[config.mk]
export PLATFORM = sky130hd
export DESIGN_NAME = lns_div
export DESIGN_NICKNAME = d
export VERILOG_FILES = /design/src/design/lns_pkg.sv /design/src/design/lns_div.sv
export SDC_FILE = /design/constraint.sdc
export NUM_CORES = 1
export LEC_CHECK = 0
export BUFFER_PORTS_ARGS = -buffer_cell sky130_fd_sc_hd__buf_2
export CAP_MARGIN = 5
export CORE_ASPECT_RATIO = 0.75
export CORE_MARGIN = 3
export CORE_UTILIZATION = 55
export CTS_BUF_LIST = sky130_fd_sc_hd__clkbuf_16
export CTS_CLUSTER_DIAMETER = 100
export DETAILED_ROUTE_END_ITERATION = 8
export GPL_TIMING_DRIVEN = 0
export PLACE_DENSITY = 0.84
export SYNTH_ARGS = -nofsm -noshare
export SYNTH_HDL_FRONTEND = slang
export SYNTH_SLANG_ARGS = --single-unit
[constraint.sdc]
create_clock -name clk -period 3.55 [get_ports clk]
set_input_delay 0.5325 -clock clk [delete_from_list [all_inputs] [get_ports clk]]
set_output_delay 0.5325 -clock clk [all_outputs]
set_load 0.05 [all_outputs]
[src/design/lns_pkg.sv]
// ----------------------------------------------------------------------------
// lns_pkg
// Types, constants and the pixel packing function of the letterbox scaler.
// ----------------------------------------------------------------------------
`timescale 1ns / 1ps
`default_nettype none
package lns_pkg;

	localparam int CAPTION_ROWS = 48;
	localparam int DIV_NUM_W    = 22;
	localparam int DIV_DEN_W    = 13;

	typedef enum logic [0:0] {
		CMD_LOAD = 1'b0,
		CMD_DRAW = 1'b1
	} lns_cmd_t;

	typedef enum logic [2:0] {
		CFG_SRC_WIDTH     = 3'd0,
		CFG_SRC_HEIGHT    = 3'd1,
		CFG_SCREEN_WIDTH  = 3'd2,
		CFG_SCREEN_HEIGHT = 3'd3,
		CFG_ROW_PITCH     = 3'd4,
		CFG_BPP           = 3'd5,
		CFG_LAYOUT        = 3'd6,
		CFG_VIEW_ORIGIN   = 3'd7
	} lns_cfg_idx_t;

	typedef enum logic [3:0] {
		ST_IDLE,
		ST_DW,
		ST_DW_WAIT,
		ST_DH,
		ST_DH_WAIT,
		ST_CHK,
		ST_SY,
		ST_SY_WAIT,
		ST_SX,
		ST_SX_WAIT,
		ST_IDX,
		ST_PACK,
		ST_DONE
	} lns_state_t;

	typedef struct packed {
		logic                 start;
		logic [DIV_NUM_W-1:0] num;
		logic [DIV_DEN_W-1:0] den;
	} lns_div_req_t;

	typedef struct packed {
		logic                 done;
		logic [DIV_NUM_W-1:0] quo;
	} lns_div_rsp_t;

	// gray into RGB channels, alpha all ones, trimmed to the pixel size
	function automatic logic [31:0] pack_gray(input logic [7:0] gray,
			input logic [39:0] layout, input logic [2:0] bpp);
		logic [63:0] v;
		logic [63:0] g;
		logic [3:0]  len;
		logic [5:0]  off;
		v = '0;
		for (int c = 0; c < 3; c++) begin
			len = layout[10*c+6 +: 4];
			if (len > 4'd8) len = 4'd8;
			off = layout[10*c +: 6];
			g = {56'd0, gray} >> (4'd8 - len);
			v = v | (g << off);
		end
		len = layout[36 +: 4];
		if (len > 4'd8) len = 4'd8;
		off = layout[30 +: 6];
		if (len != 4'd0) v = v | (((64'd1 << len) - 64'd1) << off);
		case (bpp)
			3'd0:    pack_gray = 32'd0;
			3'd1:    pack_gray = {24'd0, v[7:0]};
			3'd2:    pack_gray = {16'd0, v[15:0]};
			3'd3:    pack_gray = {8'd0, v[23:0]};
			default: pack_gray = v[31:0];
		endcase
	endfunction

endpackage
`default_nettype wire

[src/design/lns_div.sv]
// ----------------------------------------------------------------------------
// lns_div
// Restoring divider, one quotient bit per cycle.
// ----------------------------------------------------------------------------
`timescale 1ns / 1ps
`default_nettype none
module lns_div (
	input  wire logic                 clk,
	input  wire logic                 arst_n,
	input  wire lns_pkg::lns_div_req_t req,
	output lns_pkg::lns_div_rsp_t      rsp
);
	import lns_pkg::*;

	localparam int CNT_W = $clog2(DIV_NUM_W);

	logic                 busy_q;
	logic                 done_q;
	logic [CNT_W-1:0]     cnt_q;
	logic [DIV_NUM_W-1:0] quo_q;
	logic [DIV_DEN_W-1:0] rem_q;
	logic [DIV_DEN_W-1:0] den_q;
	logic [DIV_DEN_W:0]   rem_sh;
	logic [DIV_DEN_W:0]   rem_sub;
	logic                 qbit;

	assign rem_sh  = {rem_q, quo_q[DIV_NUM_W-1]};
	assign rem_sub = rem_sh - {1'b0, den_q};
	assign qbit    = (rem_sh >= {1'b0, den_q});

	always_ff @(posedge clk or negedge arst_n) begin
		if (!arst_n) begin
			busy_q <= 1'b0;
			done_q <= 1'b0;
			cnt_q  <= '0;
		end else begin
			done_q <= 1'b0;
			if (req.start) begin
				busy_q <= 1'b1;
				cnt_q  <= CNT_W'(DIV_NUM_W - 1);
			end else if (busy_q) begin
				if (cnt_q == '0) begin
					busy_q <= 1'b0;
					done_q <= 1'b1;
				end else begin
					cnt_q <= cnt_q - 1'b1;
				end
			end
		end
	end

	always_ff @(posedge clk) begin
		if (req.start) begin
			quo_q <= req.num;
			den_q <= req.den;
			rem_q <= '0;
		end else if (busy_q) begin
			quo_q <= {quo_q[DIV_NUM_W-2:0], qbit};
			rem_q <= qbit ? rem_sub[DIV_DEN_W-1:0] : rem_sh[DIV_DEN_W-1:0];
		end
	end

	assign rsp.done = done_q;
	assign rsp.quo  = quo_q;
endmodule
`default_nettype wire

==> Word level (Yosys, flattened, before mapping) <==
Cells that the tools add are included.
{ "totals": {"latchBits": 0, "reg_bits": 55, "ramBits": 0, "in_bits": 38, "memories": 0, "mem_bits_ro": 0} }
{ "op_classes": {"eq_ne": 1, "add_sub_neg": 2, "n_div": 0, "muxes": 12, "n_reduce_logical": 3, "shifts": 0, "bitwise_logic": 0, "n_lt_le_gt_ge": 1, "mul": 0} }
{ "op_table": {"columns": ["cell", "count"], "rows": [
  ["$mux W22", 2],
  ["$mux W5", 3],
  ["$ge A14 B13 Y1", 1],
  ["$mux W13", 1],
  ["$sub A13 B13 Y13", 1],
  ["$mux W1", 6],
  ["$logic_not A5 Y1", 1],
  ["$sub A5 B1 Y5 const B", 1],
  ["$ne A2 B2 Y1 const B", 1],
  ["$reduce_and A2 Y1", 1],
  ["$reduce_bool A2 Y1", 1]
]} }

==> Depth between registers and ports, before layout <==
{ "depth": {"ltp_word": 4, "depth_mapped": 12, "mapped_depth_nobuf": 10} }

==> Least setup slack after synthesis <==
No wires, ideal clock.
{ "synth_path": {"kind": "register -> register", "startpoint": "register quo_q[21]", "endpoint": "register quo_q[0], data pin", "slack_ps": 551, "path_stages_with_launch": 12, "setup_time_ps": 260, "path_buffers": 2, "t_arrival_ps": 2739, "path_cell_list": "edfxtp_1 > inv_1 > ha_1 > inv_1 > fa_1 > a21o_1 > a22o_1 > o211a_1 > a41o_1 > buf_6 > buf_12 > mux2_2"} }
{ "synth_between": {"elab_chain_len": 3} }
{ "synth_lines": {"columns": ["item", "line_no", "text"], "rows": [
  ["start, declared", "lns_div.sv:20", "logic [DIV_NUM_W-1:0] quo_q;"],
  ["start signal, assigned", "lns_div.sv:54", "quo_q <= req.num;"],
  ["start signal, assigned", "lns_div.sv:58", "quo_q <= {quo_q[DIV_NUM_W-2:0], qbit};"],
  ["$ge A14 B13 Y1", "lns_div.sv:29", "assign qbit = (rem_sh >= {1'b0, den_q});"],
  ["$mux W22", "lns_div.sv:57", "end else if (busy_q) begin"],
  ["$mux W22", "lns_div.sv:53", "if (req.start) begin"]
]} }
Every way passes these cells. The select of a mux whose other input is x is not followed.
A chain may end at the register's enable or synchronous reset.

==> Worst setup path in the final report <==
Same ends and word-level chain as after synthesis.

==> impl_results.md <==
* Status: complete, no violations
* Post-Synthesis Cells at roughly 260
* Drc violations at 0
* Max Clock Freq at 334 MHz
* Area Overhead vs Synth at 18.0%
* Leakage at roughly 1.5 nW
* Crit start category: flip-flop
* Register area share after synthesis at 50.4%
* Post-Route WL at 6.22 mm
* Top FF cell, synth: edfxtp_1
* GRT overflow at 0
* Unique masters post-synth at 50
* Dpl cells at around 390
* DR iter-0 viols at around 260
* Clk_skew at ~0.0062 ns
* Measured slew at the worst slew-check pin at around 0.83 ns
* Final setup violation count at 0
* ANT cells at 0
* Cell Area, Synth at between 2000 and 3000 µm²
* Ports at 61
* Starting density of the core at approximately three fifths
* Hpwl dp at around 4.6 mm
* CP startpoint: quo_q[21]$_DFFE_PP_
* DRT Pass-1 Iters at 4
* Clk slew on worst S/H paths at around 0.070 ns
* Layout cell share with drive strength beyond 1 at 30.6%
* GRT Total Usage at between 20 and 25%
* Final worst path period share at roughly 84%
* CTS tree: built
* Initial antenna violation count at 0
* Rows at 22
* Min Hold Slack at 0.0666 ns
* WP data required at 3.59 ns
* YS warnings at 0
* Pwr per Cell Area at just under 700 nW/µm²
* DR vias/cell at around 5.5
* Core Region at about 5000 µm²
* Skew-Pair Late Insertion Delay at 0.29 ns
* Critical path class: flip-flop to flip-flop
* Htree depth at 2
* Hold WC Path Type: input port to asynchronous set/reset pin
* Worst-case vdd ir drop at 0.306 mV
* Post-Syn Nets at 310
* TritonCTS Buffers at 5
* Max cap viols at 0
* Worst-case clock buffer depth at 2
* Port buffer count at 60
* First-pass GRT wire length at approximately 10 mm
* # hold bufs at CTS at 0
* Post-synthesis async set-or-reset flop share at about an eighth
* Die height at between 60 and 70 µm
* Final Max Slew Viols at 0
* Clock sinks at 55
* Post CTS Setup Buffer Count at 0
* Minimum clock period at 3.00 ns
* Worst r2r src: quo_q[21]$_DFFE_PP_
* Setup Total Neg Slack at 0 ns
* Synth Area per Inst at about 12 µm²
* Nets at about 380
* Register bit total from synthesis at 55
* Vias in the first global route at between 2000 and 2500
* Crit-path max FO at 10
* Worst Path Arrival at 3.04 ns
* Die span in x at a little over 90 µm
* Antenna viol nets, final at 0
* Drt wl/cell at around 16 µm
* GPL Wtd Cong at approximately 0.84
* Crit. End Element: flip-flop
* Worst slew margin at 44.6%
* Post-cts gate resize count at 0
* Number of flops mapped to enable cells by yosys at 35
* Post-Layout Cell Count at 396
* Root Driver: clkbuf_16
* RSZ-0062 raised after global routing: no
* Die area at 6290 µm²
* Via count at 2197
* Hold Vio Cnt, Final at 0
* Largest net degree at the start of global routing at 23
[through the flow]
| stage | cell area, µm² | util [%] | power, mW | worst slack, ns |
|---|---|---|---|---|
| after floorplan | 2950 | - | 1.72 | 0.551 |
| after global placement | 3340 | 66.3 | 1.90 | 0.647 |
| after detailed placement | 3340 | 66.3 | 1.94 | 0.624 |
| after CTS | 3480 | 69.1 | 2.42 | 0.574 |
| after global routing | 3480 | 69.1 | 2.57 | 0.417 |
| final | 3480 | 69.1 | 2.42 | 0.553 |
[cell usage after synthesis, drive strengths merged (6+ instances only)]
cell	number	share of area (%)
edfxtp	35	36
mux2	22	8.4
nor2	21	2.7
inv	20	2.5
ha	15	6.4
nand2	15	2.0
dfxtp	13	8.8
mux2i	11	3.7
a21oi	10	1.7
a211oi	9	2.3
buf	7	1.9
dfrtp	7	5.9
xnor2	7	2.1
nand2b	6	1.3
[sequential cells by signal, indices dropped and copies added, names as in the netlist]
register / count
rem_q: 13
cnt_q: 5
den_q: 13
done_q: 1
quo_q: 22
busy_q: 1
[area by class of cell]
| type | count | area [µm²] |
|---|---|---|
| buffer | 11 | 71.3 |
| sequential | 55 | 1490 |
| multi-input combinational | 170 | 1320 |
| inverter | 20 | 75.1 |
| tap | 72 | 90.1 |
| fill | 382 | 1560 |
| clock buffer | 5 | 125 |
| timing repair buffer | 60 | 300 |
| clock inverter | 3 | 15.0 |
[power breakdown]
part | leakage (nW) | total, mW | internal [mW] | switching, mW
Sequential | 0.547 | 0.880 | 0.803 | 0.0771
Clock | 0.0724 | 0.465 | 0.256 | 0.209
Combinational | 0.928 | 1.07 | 0.463 | 0.608
[path summary, 6_finish.rpt]
check	to	slack, ns	cells after the start
max	quo_q[0]$_DFFE_PP_	0.55	11
min	cnt_q[3]$_DFFE_PN0P_	0.07	1
max reg2reg	quo_q[0]$_DFFE_PP_	0.55	11
min reg2reg	rem_q[9]$_SDFFE_PP0P_	0.49	2
max in group asynchronous	done_q$_DFF_PN0_	3.32	1
min in group clk	den_q[5]$_DFFE_PP_	0.41	1
[critical path, cell delays in order (launching register included)]
cell and delay, ns:
edfxtp_1 0.42, inv_1 0.10, ha_1 0.15, inv_1 0.05
fa_1 0.41, a21o_1 0.23, a22o_1 0.26, o211a_1 0.28
a41o_1 0.26, buf_6 0.15, buf_12 0.15, mux2_2 0.26
[cell usage in the layout (no fill, tap or decap), types with 4 or more instances in the layout]
cell type,n
nand3_1,4
inv_1,22
mux2i_1,11
o21ai_0,4
dfrtp_1,7
dfxtp_1,13
ha_1,15
xnor2_1,7
clkbuf_16,5
mux2_2,22
nor2_1,21
a21o_1,4
clkbuf_1,4
a211oi_1,9
a21oi_1,10
buf_2,62
nand2_1,14
edfxtp_1,35
nand2b_1,6
[routing by layer]
metal | up-vias | wire [µm] | GRT usage [%]
met1 | 1046 | 2770 | 27.5
met5 | - | 0 | 0
li1 | 1073 | - | -
met2 | 64 | 3000 | 33.4
met3 | 14 | 332 | 4.99
met4 | 0 | 111 | 6.62
[cell families after synthesis]
logic type / count (synthesis) / share of synthesized area (%)
flip-flops: 55 / 50.4
adder cells (fa/ha/maj): 16 / 7.04
AO/OA/AOI/OAI: 49 / 11.8
AND/OR/NAND/NOR: 62 / 10.7
buffers and inverters: 31 / 4.96
multiplexers: 33 / 12.1
XOR/XNOR: 10 / 2.97
Note: power is estimated with default switching activity, not from simulation.
